`src/rtl/pelc_pkg.sv`:
```
`timescale 1ns / 1ps
// ----------------------------------------------------------------------------
// pelc_pkg: shared types and constants
// Status codes, command kinds and the command record passed front to back.
// ----------------------------------------------------------------------------
package pelc_pkg;

	localparam int PELC_PINS      = 32;
	localparam int PELC_LOG_DEPTH = 8;

	typedef enum logic [1:0] {
		STAT_OK        = 2'd0,
		STAT_INVALID   = 2'd1,
		STAT_UNCLAIMED = 2'd2,
		STAT_TIMEOUT   = 2'd3
	} status_t;

	typedef enum logic [1:0] {
		CMD_RESP = 2'd0,   // answer already known, no log access
		CMD_PUSH = 2'd1,
		CMD_MEAS = 2'd2
	} cmd_kind_t;

	typedef enum logic {
		REQ_PUSH = 1'b0,
		REQ_MEAS = 1'b1
	} req_kind_t;

	typedef struct packed {
		cmd_kind_t   kind;
		status_t     status;
		logic [7:0]  pin;
		logic        level;
		logic [63:0] tstamp;   // edge time for push, now for measure
		logic [31:0] timeout;
	} cmd_t;

endpackage

```
`src/rtl/pelc_if.sv`:
```
`timescale 1ns / 1ps
// ----------------------------------------------------------------------------
// pelc_req_if / pelc_rsp_if: request and response channels
// Valid/ready channels; a transaction completes when both are high.
// ----------------------------------------------------------------------------
interface pelc_req_if;
	logic        valid;
	logic        ready;
	logic        req_type;
	logic [7:0]  pin;
	logic        level;
	logic [63:0] now_us;
	logic [63:0] offset_us;
	logic [31:0] limit_us;
	logic        pin_claimed;

	modport source (output valid, req_type, pin, level, now_us, offset_us, limit_us,
		pin_claimed, input ready);
	modport sink (input valid, req_type, pin, level, now_us, offset_us, limit_us,
		pin_claimed, output ready);
endinterface


```
`src/rtl/pelc_front.sv`:
```
`timescale 1ns / 1ps
// ----------------------------------------------------------------------------
// pelc_front: request intake and classification
// Range and claim checks, edge-time add, command build.
// ----------------------------------------------------------------------------
module pelc_front #(
	parameter int PINS = pelc_pkg::PELC_PINS
) (
	pelc_req_if.sink         req,
	input  logic             q_full,
	output logic             q_wr,
	output pelc_pkg::cmd_t   q_cmd
);
	import pelc_pkg::*;

	logic pin_ok;

	assign pin_ok   = ({1'b0, req.pin} < 9'(PINS));
	assign req.ready = !q_full;
	assign q_wr      = req.valid && !q_full;

	always_comb begin
		q_cmd.pin     = req.pin;
		q_cmd.level   = req.level;
		q_cmd.timeout = req.limit_us;
		q_cmd.status  = STAT_OK;
		q_cmd.kind    = CMD_RESP;
		q_cmd.tstamp  = req.now_us;
		if (!pin_ok) begin
			q_cmd.status = STAT_INVALID;
		end else if (req.req_type == REQ_PUSH) begin
			q_cmd.kind   = CMD_PUSH;
			q_cmd.tstamp = req.now_us + req.offset_us;
		end else if (!req.pin_claimed) begin
			q_cmd.status = STAT_UNCLAIMED;
		end else begin
			q_cmd.kind = CMD_MEAS;
		end
	end
endmodule

```
`src/flat_wrapper.sv`:
```
// flat-port wrapper written by rule: the top's interface ports become plain ports
module pelc_front_flat import pelc_pkg::*;
#(
	parameter int PINS = pelc_pkg::PELC_PINS
)
  (q_full, q_wr, q_cmd, req_valid, req_req_type, req_pin, req_level, req_now_us, req_offset_us, req_limit_us, req_pin_claimed, req_ready);
  pelc_req_if req_i ();
  input  logic q_full;
  output logic q_wr;
  output pelc_pkg::cmd_t q_cmd;
  input wire logic [$bits(req_i.valid)-1:0] req_valid;
  input wire logic [$bits(req_i.req_type)-1:0] req_req_type;
  input wire logic [$bits(req_i.pin)-1:0] req_pin;
  input wire logic [$bits(req_i.level)-1:0] req_level;
  input wire logic [$bits(req_i.now_us)-1:0] req_now_us;
  input wire logic [$bits(req_i.offset_us)-1:0] req_offset_us;
  input wire logic [$bits(req_i.limit_us)-1:0] req_limit_us;
  input wire logic [$bits(req_i.pin_claimed)-1:0] req_pin_claimed;
  output wire logic [$bits(req_i.ready)-1:0] req_ready;
  assign req_i.valid = req_valid;
  assign req_i.req_type = req_req_type;
  assign req_i.pin = req_pin;
  assign req_i.level = req_level;
  assign req_i.now_us = req_now_us;
  assign req_i.offset_us = req_offset_us;
  assign req_i.limit_us = req_limit_us;
  assign req_i.pin_claimed = req_pin_claimed;
  assign req_ready = req_i.ready;
  pelc_front #(.PINS(PINS)) u_core (.req(req_i), .q_full(q_full), .q_wr(q_wr), .q_cmd(q_cmd));
endmodule
```
`config.mk`:
```
export PLATFORM = sky130hd
export DESIGN_NAME = pelc_front_flat
export DESIGN_NICKNAME = d
export VERILOG_FILES = /design/src/rtl/pelc_pkg.sv /design/src/rtl/pelc_if.sv /design/src/rtl/pelc_front.sv /design/src/flat_wrapper.sv
export SDC_FILE = /design/constraint.sdc
export NUM_CORES = 1
export LEC_CHECK = 0
export BUFFER_PORTS_ARGS = -buffer_cell sky130_fd_sc_hd__buf_2
export CAP_MARGIN = 0
export CORE_UTILIZATION = 30
export DETAILED_ROUTE_END_ITERATION = 8
export PLACE_DENSITY = 0.69
export SYNTH_ARGS = -nofsm -noshare
export SYNTH_HDL_FRONTEND = slang
export SYNTH_SLANG_ARGS = --single-unit
```
`constraint.sdc`:
```
create_clock -name vclk -period 9.7
set_input_delay 0.97 -clock vclk [all_inputs]
set_output_delay 0.97 -clock vclk [all_outputs]
set_load 0.005 [all_outputs]
```
# [Word-level counts from Yosys, hierarchy flattened]
# Index checks and enable logic that the tools add are counted.
[word_totals] word_cells=12 input_bits=173 output_inout_bits=111 ff_bits=0
[classes] mux=8 reduce_logical=2 n_lt_le_gt_ge=1 addsub=1
[op_table] cell="$mux W64" n=2
[op_table] cell="$add A64 B64 Y64" n=1
[op_table] cell="$mux W2" n=6
[op_table] cell="$lt A8 B6 Y1 const B" n=1
[op_table] cell="$logic_and A1 B1 Y1" n=1
[op_table] cell="$logic_not A1 Y1" n=1

# [Depth between registers and ports, before layout]
[logic_depth] word_depth=3 mapped_depth=13 mapped_depth_nobuf=12

# [Worst setup path before layout]
# No wires, ideal clock.
[synth_timing] kind="input -> output" start="input req_offset_us[0]" end="output q_cmd[86] (netlist bit)" required_ns=8.730 slack_ns=4.995 arrival_time_ns=3.735 cell_stages=13 n_path_buf=1 cell_sequence="ha_1 fa_1 a21o_1 a221oi_2 and4_1 nor3_1 o31a_1 or3_1 buf_6 a31oi_2 o31ai_1 xnor2_1 o21ai_0"
[synth_lines] element="start: declaration" line="flat_wrapper.sv:16" source="input wire logic [$bits(req_i.offset_us)-1:0] req_offset_us;"
[synth_lines] element="end: declaration" line="flat_wrapper.sv:10" source="output pelc_pkg::cmd_t q_cmd;"

==> summary.md <==
| Metric | Value |
|---|---|
| Run status | `completed` |
| Gr ovfl total | `0` |
| Final hold vios | `0` |
| Wire length per cell | `15.0 µm` |
| Met1 Use GR | `0.246` |
| # clk buffers | `0` |
| Worst path slowest cell | `a21oi_1` |
| Vias in the first global route | `5,279` |
| Ranking of synthesized cells by area | `ha_1, o21ai_0, nand2_1` |
| GPL Wtd Cong | `0.874` |
| First-pass GRT wire length | `25,700 µm` |
| Core ar. | `15,400 µm²` |
| RSZ-0062 raised after global routing | `no` |
| Fin area | `5670 µm²` |
| Worst path cell trace | `buf_2, ha_1, fa_1, a21o_1, a221oi_2, and4_1, o41ai_1, a31oi_1, a21oi_1, a21oi_1, nor4_1, or3_1, a31o_2, buf_2` |
| Fraction of post-synthesis cell area in the top cell type by area | `0.163` |
| IO Pins | `284` |
| Sw Ratio | `0.569` |
| DIE AREA | `16,600 µm²` |
| Fill cells | `1,757` |
| Final max-slew violation count | `0` |
| Synthesis-to-layout area growth | `17.6%` |
| Post-layout min period | `5.57 ns` |
| Least-Margin Pin Slew | `0.698 ns` |
| Crit-path leading delay family | `compound AO/OA/AOI/OAI gates` |
| ANT nets after route | `0` |
| Clock Power Share | `0` |
| Type of the most critical hold path | `input port to output pin` |
| CP endpoint kind | `output pin` |
| Syn_area_per_cell | `6.32 µm²` |
| Yosys cell types | `57` |
| YS warnings | `0` |
| Met3 track demand over resource | `0.0312` |
| Die width | `129 µm` |
| Register area | `0 µm²` |
| Synth Net Count | `1,001` |
| Placement Cell Area | `5670 µm²` |
| Initial antenna violation count | `4` |
| Synth area leader | `ha_1` |
| Setup CP Type | `input port to output pin` |
| Chip height | `129 µm` |
| Sequential share of the synthesized area | `0` |
| Count leader, synth | `nand2_1` |
| Syn Inst Count | `764` |
| GR peak layer | `met2` |
| Via-to-Cell Ratio | `5.28` |
| DR pass1 iterations | `4` |
| Type of origin of the critical path | `input port` |
| Synth top cells by count | `nand2_1, o21ai_0, a21oi_1` |
| Required time worst endpoint | `8.73 ns` |
| Post-cts sizing count | `0` |
| Slowest stage delay, CP | `0.57 ns` |
| # setup viols final | `0` |
| FP Rows | `45` |
| Worst rel slew slack | `0.535` |
| Net Sw Power | `0.198 mW` |
| Synthesized area | `4830 µm²` |
| Power density over the cells | `61.3 nW/µm²` |
| Comb pwr share | `1.000` |
| Nets | `1,129` |
| GR Util met2 | `0.328` |
| Vias | `5,826` |
| Max_cap viols | `0` |
| Largest net degree at the start of global routing | `74` |
| Period utilization | `0.574` |
| F_max | `179 MHz` |
| Seq_cells | `0` |
| Crit Path Max Fanout | `5` |
| Flop pwr share | `0` |
| CTS Hold Bufs | `0` |
| Detailed Place HPWL | `14,100 µm` |
| Initial detailed-routing violation count | `307` |
| Worst Path Buf+Inv | `2` |
| IR drop worst, VDD | `23.3 µV` |
| Tot GR Track Use | `0.189` |
| PortBufs | `208` |
| Initial core utilization | `0.313` |
| Post-CTS Setup Bufs | `0` |
| Routed wire length | `16,500 µm` |
| TNS Setup | `0 ns` |
| Arrival time at the worst endpoint | `4.60 ns` |
| Layout cells sized above 1 | `0.246` |
| Lkg Pwr | `2.87 nW` |
| DRC Markers | `0` |
| Internal power | `0.150 mW` |
[area by class of cell]
| cell class | instances | area (µm²) | area share |
|---|---|---|---|
| diodes | 2 | 5.00 | 0.000882 |
| repair buffers | 209 | 1050 | 0.185 |
| inverters | 17 | 63.8 | 0.0112 |
| multi-input cells | 664 | 4290 | 0.757 |
| well taps | 211 | 264 | 0.0465 |
[power groups by stage]
| stage | sequential, mW | combinational [mW] | clock (mW) |
|---|---|---|---|
| global placement | 0 | 0.344 | 0 |
| finish | 0 | 0.348 | 0.0000000276 |
| floorplan | 0 | 0.250 | 0 |
| detailed placement | 0 | 0.344 | 0 |
| global route | 0 | 0.388 | 0 |
| CTS | 0 | 0.347 | 0 |
[cell families (layout without fill, tap and decap cells)]
group	count (synthesis)	count (layout)	share of synthesized area
AO/OA/AOI/OAI	294	294	0.378
AND/OR/NAND/NOR	247	247	0.235
buffers and inverters	100	226	0.112
adder cells (fa/ha/maj)	64	64	0.167
XOR/XNOR	58	58	0.105
multiplexers	1	1	0.00207
other	0	2	0
[placed cells by master (no fill, tap or decap), types with 5 or more instances in the layout]
| cell type | netlist | final |
|---|---|---|
| nand2_1 | 118 | 118 |
| inv_1 | 16 | 16 |
| nor4_1 | 5 | 5 |
| nor2_1 | 43 | 43 |
| o21ai_0 | 91 | 91 |
| ha_1 | 63 | 63 |
| nand3_1 | 9 | 9 |
| and2_1 | 6 | 6 |
| buf_2 | 3 | 208 |
| o31ai_1 | 6 | 6 |
| a21oi_1 | 85 | 85 |
| nand4_1 | 23 | 23 |
| xnor2_1 | 35 | 35 |
| o21a_1 | 7 | 7 |
| or3_1 | 5 | 5 |
| nor3_1 | 11 | 11 |
| xor2_1 | 23 | 23 |
| a211oi_1 | 6 | 6 |
| nand2b_1 | 8 | 7 |
| o21bai_1 | 18 | 18 |
| o211ai_1 | 6 | 6 |
| a21o_1 | 42 | 42 |
| and3_1 | 5 | 5 |
[per-stage QoR]
step                       util  power (mW)  hold slack (ns)  worst slack [ns]  instances
after detailed placement  0.367       0.344             1.94              4.17       1101
final                     0.368       0.348             1.94              4.13       1103
after CTS                 0.367       0.347             1.94              4.15       1101
after floorplan               -       0.250             1.97              5.00        764
after global routing      0.367       0.388             1.94              3.95       1101
after global placement    0.367       0.344             1.94              4.20       1101
[layer usage]
metal / share of wire / routed length (µm)
met1: 0.45 / 7390
met2: 0.46 / 7570
met3: 0.073 / 1200
met4: 0.019 / 306
met5: 0.0016 / 27
[path summary, 6_finish.rpt]
kind,startpoint,endpoint,slack (ns),depth (start not counted)
max,req_offset_us[0],q_cmd[92],4.13,14
min,req_limit_us[15],q_cmd[15],1.94,0
No activity file was read; power rests on OpenSTA's default activity.
