**src/rtl/pelc_pkg.sv**
```systemverilog
`timescale 1ns / 1ps
// ----------------------------------------------------------------------------
// pelc_pkg: shared types and constants
// Status codes, command kinds and the command record passed front to back.
// ----------------------------------------------------------------------------
package pelc_pkg;

	localparam int PELC_PINS      = 32;
	localparam int PELC_LOG_DEPTH = 8;

	typedef enum logic [1:0] {
		STAT_OK        = 2'd0,
		STAT_INVALID   = 2'd1,
		STAT_UNCLAIMED = 2'd2,
		STAT_TIMEOUT   = 2'd3
	} status_t;

	typedef enum logic [1:0] {
		CMD_RESP = 2'd0,   // answer already known, no log access
		CMD_PUSH = 2'd1,
		CMD_MEAS = 2'd2
	} cmd_kind_t;

	typedef enum logic {
		REQ_PUSH = 1'b0,
		REQ_MEAS = 1'b1
	} req_kind_t;

	typedef struct packed {
		cmd_kind_t   kind;
		status_t     status;
		logic [7:0]  pin;
		logic        level;
		logic [63:0] tstamp;   // edge time for push, now for measure
		logic [31:0] timeout;
	} cmd_t;

endpackage

```
**src/rtl/pelc_fifo.sv**
```systemverilog
`timescale 1ns / 1ps
// ----------------------------------------------------------------------------
// pelc_fifo: two-entry command queue
// Decouples request intake from log processing.
// ----------------------------------------------------------------------------
module pelc_fifo (
	input  logic           clk,
	input  logic           arst_n,
	input  logic           wr_en,
	input  pelc_pkg::cmd_t wr_cmd,
	output logic           full,
	input  logic           rd_en,
	output pelc_pkg::cmd_t rd_cmd,
	output logic           not_empty
);
	import pelc_pkg::*;

	cmd_t       slot_q [2];
	logic       wptr_q;
	logic       rptr_q;
	logic [1:0] fill_q;

	assign full      = (fill_q == 2'd2);
	assign not_empty = (fill_q != 2'd0);
	assign rd_cmd    = slot_q[rptr_q];

	always_ff @(posedge clk) begin
		if (wr_en) begin
			slot_q[wptr_q] <= wr_cmd;
		end
	end

	always_ff @(posedge clk or negedge arst_n) begin
		if (!arst_n) begin
			wptr_q <= 1'b0;
			rptr_q <= 1'b0;
			fill_q <= 2'd0;
		end else begin
			if (wr_en) begin
				wptr_q <= ~wptr_q;
			end
			if (rd_en) begin
				rptr_q <= ~rptr_q;
			end
			fill_q <= fill_q + 2'(wr_en) - 2'(rd_en);
		end
	end
endmodule

```
**config.mk**
```make
export PLATFORM = sky130hd
export DESIGN_NAME = pelc_fifo
export DESIGN_NICKNAME = d
export VERILOG_FILES = /design/src/rtl/pelc_pkg.sv /design/src/rtl/pelc_fifo.sv
export SDC_FILE = /design/constraint.sdc
export NUM_CORES = 1
export LEC_CHECK = 0
export BUFFER_PORTS_ARGS = -buffer_cell sky130_fd_sc_hd__clkbuf_2
export CAP_MARGIN = 0
export CORE_ASPECT_RATIO = 0.7
export CORE_MARGIN = 10
export CORE_UTILIZATION = 47
export DETAILED_ROUTE_END_ITERATION = 10
export GPL_TIMING_DRIVEN = 0
export PLACE_DENSITY = 0.75
export SYNTH_ARGS = -nofsm -noshare
export SYNTH_HDL_FRONTEND = slang
export SYNTH_SLANG_ARGS = --single-unit
```
**constraint.sdc**
```tcl
create_clock -name clk -period 5.75 [get_ports clk]
set_clock_uncertainty 0.15 [all_clocks]
set_input_delay 1.15 -clock clk [delete_from_list [all_inputs] [get_ports clk]]
set_output_delay 1.15 -clock clk [all_outputs]
set_load 0.005 [all_outputs]
```
== Word level (Yosys, flattened, before mapping) ==
Memories as Yosys holds them, arrays and structs flattened.
Index checks and enable logic that the tools add are counted.
W data, S select, Z words.

* ROM bits: 0
* Bits in latches: 0
* Bits in writable memories: 218
* Memories kept: 1
* Output and inout bits: 111
* Flip-flop bits (word level): 4
* Input port bits: 113
* Logic and storage cells: 12

* Muxes and demuxes: 2
* Equal/unequal tests: 1
* Shift operators: 0
* Bitwise logic cells: 2
* Order comparisons: 0
* Add/sub/neg operators: 2
* Reductions and logical operators: 1
* Divide/modulo/power cells: 0
* Multipliers: 0

{| class="wikitable"
|+ Memory list
! memory !! depth !! width !! read ports !! clocked after memory_dff !! wr ports !! line !! text
|-
| slot_q || 2 || 109 || 1 || 0 || 1 || pelc_fifo.sv:18 || <nowiki>cmd_t slot_q [2];</nowiki>
|}

{| class="wikitable"
|+ Operator list
! kind !! count
|-
| $add A2 B1 Y2 || 1
|-
| $eq A2 B2 Y1 const B || 1
|-
| $mux W1 || 2
|-
| $not A1 Y1 || 2
|-
| $reduce_bool A2 Y1 || 1
|-
| $sub A2 B1 Y2 || 1
|}

== Depth between registers and ports, before layout ==
Gate-level depths: netlist (run 1).

* Depth in word-level cells: 2
* Gate-level depth with buffers: 5
* Gate-level depth less buffers: 5

== Worst setup path after synthesis (run 1) ==
Ideal clock, no wire load.

* Path kind: input to register
* From: input wr_en
* To: memory slot_q[0][0] (netlist bit) (enable)
* Slack: -878 ps
* Data required time: 5009 ps
* Arrival: 5887 ps
* Buffers on the path: 0
* Library setup time: 591 ps
* Stages on the path: 1
* Cell sequence: nor2b_1

* Cells in the longest elaborated chain, start to end: 2

{| class="wikitable"
|+ RTL lines
! element !! line !! text
|-
| from (decl) || pelc_fifo.sv:9 || <nowiki>input logic wr_en,</nowiki>
|-
| $mux W1 || pelc_fifo.sv:28 || <nowiki>if (wr_en) begin</nowiki>
|-
| $mux W1 (not written as such) || pelc_fifo.sv:29 || <nowiki>slot_q[wptr_q] <= wr_cmd;</nowiki>
|-
| to (decl) || pelc_fifo.sv:18 ||
|}

Every way passes these cells.

==> results of run 1 <==
per-stage QoR:
stage	hold slack, ns	instances	power [uW]	instance area, um^2
2_1_floorplan	0.323	354	3390	8570
3_3_place_gp	0.336	813	3990	9980
3_5_place_dp	0.419	817	4020	10100
4_1_cts	0.295	855	5360	10700
5_1_grt	0.299	855	5540	10700
6_report	0.318	855	5270	10700
final cells by class:
class	count	area [um^2]	share of cell area (%)
Sequential cell	222	6650	61.9
Multi-Input combinational cell	118	1700	15.9
Timing Repair Buffer	227	1200	11.2
Clock buffer	27	591	5.50
Tap cell	236	295	2.75
Buffer	12	216	2.02
Clock inverter	11	76.3	0.711
Inverter	2	7.51	0.0699
flip-flops by register name, indices dropped and copies added (netlist names):
name	count
fill_q	2
rptr_q	1
wptr_q	1
slot_q	218
critical path, cell delays in order (launching register included):
cell and delay [ns]:
dfrtp_1 0.36, buf_6 0.27, buf_12 0.20, mux2_4 0.30, clkbuf_2 0.14
layout by cell type, fill, tap and decap left out, drive strengths merged:
cell      netlist  layout
clkinvlp        0       1
xor3            1       1
or2             1       1
edfxtp        218     218
bufinv          0       1
ha              2       2
clkinv          0       9
buf            12      16
clkbuf          0     250
inv             2       2
xor2            2       2
dfrtp           4       4
nor2b           2       2
and2            1       1
mux2          109     109
where the power goes:
part           internal [uW]  total [uW]  switching (uW)
clock                    770        1320             551
sequential              2150        2230            81.2
combinational            961        1720             755
total                   3880        5270            1390
how the worst max path moves through the flow:
| stage | to | slack (ns) | depth (start not counted) |
|---|---|---|---|
| 4_1_cts | rd_cmd[92] | 2.63 | 4 |
| 2_1_floorplan | slot_q[0][0] | 1.17 | 1 |
| 3_3_place_gp | slot_q[0][57] | -0.33 | 2 |
| 5_1_grt | rd_cmd[92] | 2.61 | 4 |
| 6_report | rd_cmd[92] | 2.68 | 4 |
| 3_5_place_dp | slot_q[1][57] | 2.88 | 3 |
cell families (layout without fill, tap and decap cells):
group	after synthesis	after routing	synth area share, %
xor+xnor	3	3	0.482
fa+ha+maj	2	2	0.292
simple gates	4	4	0.292
mux	109	109	18.7
flops	222	222	77.6
buf+inv	14	279	2.61
per-layer routing:
layer	routed length (um)	track usage (%)	share of wire (%)	up-vias
met4	326	3.06	1.9	0
met5	0	0	0	-
li1	-	-	-	1917
met3	1490	5.23	8.7	23
met2	8110	22.1	47	177
met1	7180	16.8	42	1998
==> impl_metrics.tcl, run 1 <==
set metrics [dict create \
    hold_violations 0 \
    ios 224 \
    htree_levels 1 \
    layout-drive-gt1-share_pct 61.4 \
    hold_path_class "primary input to asynchronous set/reset pin" \
    drc 0 \
    status "finished, final reports clean" \
    cts_num_sinks 222 \
    postSynthAreaPerCell_um2 24.2 \
    crit_required_ns 4.45 \
    gp_congestion 0.732 \
    netlist_instances 354 \
    start_kind "register" \
    rsz0062_at_grt "false" \
    worstMarginPinSlew_ns 0.764 \
    clk_latency_ns 0.49 \
    worst_r2r_path_depth 2 \
    crit_type "register to output pin" \
    first_pass_iters 4 \
    postCtsSetupRepairBufs 0 \
    grt_pass1_wl_um 26100 \
    place_ws_ns 2.88 \
    crit_start "rptr_q" \
    num_antenna_cells 0 \
    cts.repair.resized 0 \
    rrSetupSlack_ns 3.75 \
    relSlewSlack_pct 49.1 \
    synth_top_cell_by_area "edfxtp_1" \
    reg2reg_from "wptr_q" \
    synth.area.top_cells "edfxtp_1 76%, mux2_4 18%, buf_12 2.3%, mux2_2 1.2%, dfrtp_1 1.2%" \
    slew_violations 0 \
    rows 41 \
    cts.clk_slew.worst_paths_ns 0.06 \
    crit_arrival_ns 1.77 \
    synth_cell_types 14 \
    finalSetupTns_ns 0 \
    ys_top_cells_by_count "218 x edfxtp_1, 100 x mux2_4, 10 x buf_12, 9 x mux2_2, 4 x dfrtp_1" \
    fin_nets 720 \
    ys_warn_count 0 \
    drv_cap 0 \
    fin_util_pct 59.8 \
    clockBufferDepth 3 \
    ys.flop_type "edfxtp_1" \
    peakVddDrop_v 0.000375 \
    cp_max_fo 10 \
    fin_crit_sh_pct 53.4 \
    numCtsBuffers 22 \
    synth_edf_count 218 \
    r2r-end "slot_q[1][78]" \
    period_minus_slack_ns 3.07 \
    num_vias 4115 \
    hold_buffers 0 \
    p_leak_uw 0.00441 \
    postRouteAntennaNets 0 \
    fmax_mhz 325 \
    syn-cell-area_um2 8560 \
    synth_top_area_share_pct 76.4 \
    drt_first_iter_violations 192 \
    initial_utilization_pct 47.7 \
    cts_tree "done" \
    routed_via_density 4.81 \
    setup_ws_ns 2.68 \
    cts-root-buf "clkbuf_16" \
    area_growth_pct 25.4 \
    dp_hpwl_um 12600 \
    setup_viol 0 \
    synthArstFlopShare_pct 1.80 \
    power.density_nw_per_um2 490 \
    grt_pass1_vias 4481 \
    die_w_um 181 \
    grt_max_degree 58 \
    cp-end-kind "output pin" \
    core_area_um2 18000 \
    n_fill_cell 1348 \
    synth-seq-cells 222 \
    die_area_um2 24100 \
    synthesis.nets 469 \
    die_height_um 133 \
    wl_per_cell_um 20.0 \
    wl_um 17100 \
    ys_seq_area_share_pct 77.6 \
    globalRoute.totalOverflow 0 \
    antenna_found_initial 1 \
    port_buffers 223 \
    yosysMostFrequentCell "edfxtp_1" \
    grt_usage_pct 13.6 \
]
Note: power is estimated with default switching activity, not from simulation.
==> inputs of run 2 (changes only) <==
CORE_UTILIZATION = 50   (was 47)
PLACE_DENSITY = 0.76   (was 0.75)
clock period = 2.9 ns   (was 5.75 ns; I/O delays follow)
==> run 2 against run 1 <==
Final area barely moved; first-iteration DRC count rose by 46%; global-route usage grew 0.91 points; setup slack worse by 2.2 ns; die area decreased by 5.2%; clock power up 98%; non-clock buffer count is 1 higher; critical path depth unchanged; critical path type unchanged; highest routed layer is now met5.
==> impl_metrics.tcl, run 2 (synthesized netlist as in run 1, its figures left out) <==
set metrics [dict create \
    status "finished, final reports clean" \
    rsz0062_at_grt "false" \
    ios 224 \
    postRouteAntennaNets 0 \
    largest_register_ffs 218 \
    num_vias 4146 \
    grt_max_degree 60 \
    start_kind "register" \
    cp_max_fo 10 \
    postLayoutCellArea_um2 10700 \
    die_area_um2 22800 \
    power.density_nw_per_um2 974 \
    p_leak_uw 0.00441 \
    grt_pass1_wl_um 25900 \
    wl_per_cell_um 20.4 \
    layout-drive-gt1-share_pct 61.0 \
    drv_cap 0 \
    layout_common_cells "223 x clkbuf_2, 218 x edfxtp_1, 100 x mux2_4" \
    cts-root-buf "clkbuf_16" \
    gp_congestion 0.752 \
    reg_top3 "slot_q: 218 flops, fill_q: 2 flops" \
    drt_first_iter_violations 280 \
    hold_buffers 1 \
    globalRoute.totalOverflow 0 \
    dpl_cell_area_um2 10100 \
    top_register "slot_q" \
    die_height_um 130 \
    grt_pass1_vias 4538 \
    postCtsSetupRepairBufs 0 \
    numCtsBuffers 22 \
    crit_type "register to output pin" \
    hold_path_class "primary input to register" \
    final_common_cell "clkbuf_2" \
    crit_arrival_ns 1.73 \
    antenna_found_initial 1 \
    relSlewSlack_pct 49.8 \
    area_growth_pct 25.4 \
    first_pass_iters 4 \
    wl_um 17200 \
    cts_num_sinks 222 \
    hold_violations 0 \
    setup_viol 0 \
    fin_crit_sh_pct 85.0 \
    crit_required_ns 2.17 \
    cts.clk_slew.worst_paths_ns 0.06 \
    slew_violations 0 \
    initial_utilization_pct 51.8 \
    routed_via_density 4.90 \
    clk_latency_ns 0.49 \
    cp-end-kind "output pin" \
    period_minus_slack_ns 2.46 \
    worstMarginPinSlew_ns 0.753 \
    fin_util_pct 64.9 \
    cts_tree "done" \
    core_area_um2 16500 \
    cts.repair.resized 0 \
    dp_hpwl_um 12600 \
    peakVddDrop_v 0.000781 \
    htree_levels 1 \
    rrSetupSlack_ns 0.84 \
    num_antenna_cells 0 \
    die_w_um 176 \
    drc 0 \
    fin_nets 721 \
    fmax_mhz 406 \
    grt_usage_pct 14.5 \
    clockBufferDepth 3 \
    port_buffers 223 \
    rows 39 \
]
run 2: changes by cell type in the layout (fill, tap and decap cells not counted), sizes merged:
cell         before  now
clkbuf          250  258
clkinv            9    4
bufinv            1    0
clkinvlp          1    0
dlygate4sd3       0    1
run 2: final timing paths:
path,start,to,cells past startpoint
worst min register to register,wptr_q,wptr_q,1
worst min-delay path,wr_cmd[94],slot_q[1][94],1
max in group asynchronous,arst_n,rptr_q,2
worst max register to register,wptr_q,slot_q[0][55],3
worst max-delay path,rptr_q,rd_cmd[42],4
min in group asynchronous,arst_n,wptr_q,2
run 2: final cells by class:
class                      count  area [um^2]
buffer                        12          216
clock buffer                  35          651
clock inverter                 4         17.5
fill                        1170         5800
inverter                       2         7.51
multi-input combinational    118         1700
sequential                   222         6650
tap                          225          282
timing repair buffer         228         1210
run 2: through the flow:
stage                     cells  setup TNS (ns)  power [uW]  setup WS [ns]  hold WS (ns)
after floorplan             354               0        6700         0.0967         0.134
after global placement      802         -129.87        7850         -0.816         0.239
after CTS                   846               0       10600          0.404         0.106
final                       846               0       10500          0.436         0.128
after detailed placement    806               0        7990          0.515         0.252
after global routing        846               0       11000          0.375         0.107
run 2: worst max-delay path, cell delays in order, from the launching register on:
cell and delay (ns):
dfrtp_1 0.35, buf_6 0.25, buf_12 0.19, mux2_4 0.30, clkbuf_2 0.14
run 2: report_power, final:
| group | leakage (uW) | internal, uW | switching [uW] |
|---|---|---|---|
| clock network | 0.000327 | 1530 | 1090 |
| registers | 0.00209 | 4260 | 160 |
| logic | 0.00200 | 1910 | 1520 |
run 2: layer usage:
layer | wire length (um) | GRT usage (%)
met2 | 7980 | 23.1
met1 | 7110 | 17.8
met5 | 11 | 0
met4 | 310 | 3.20
met3 | 1830 | 6.79
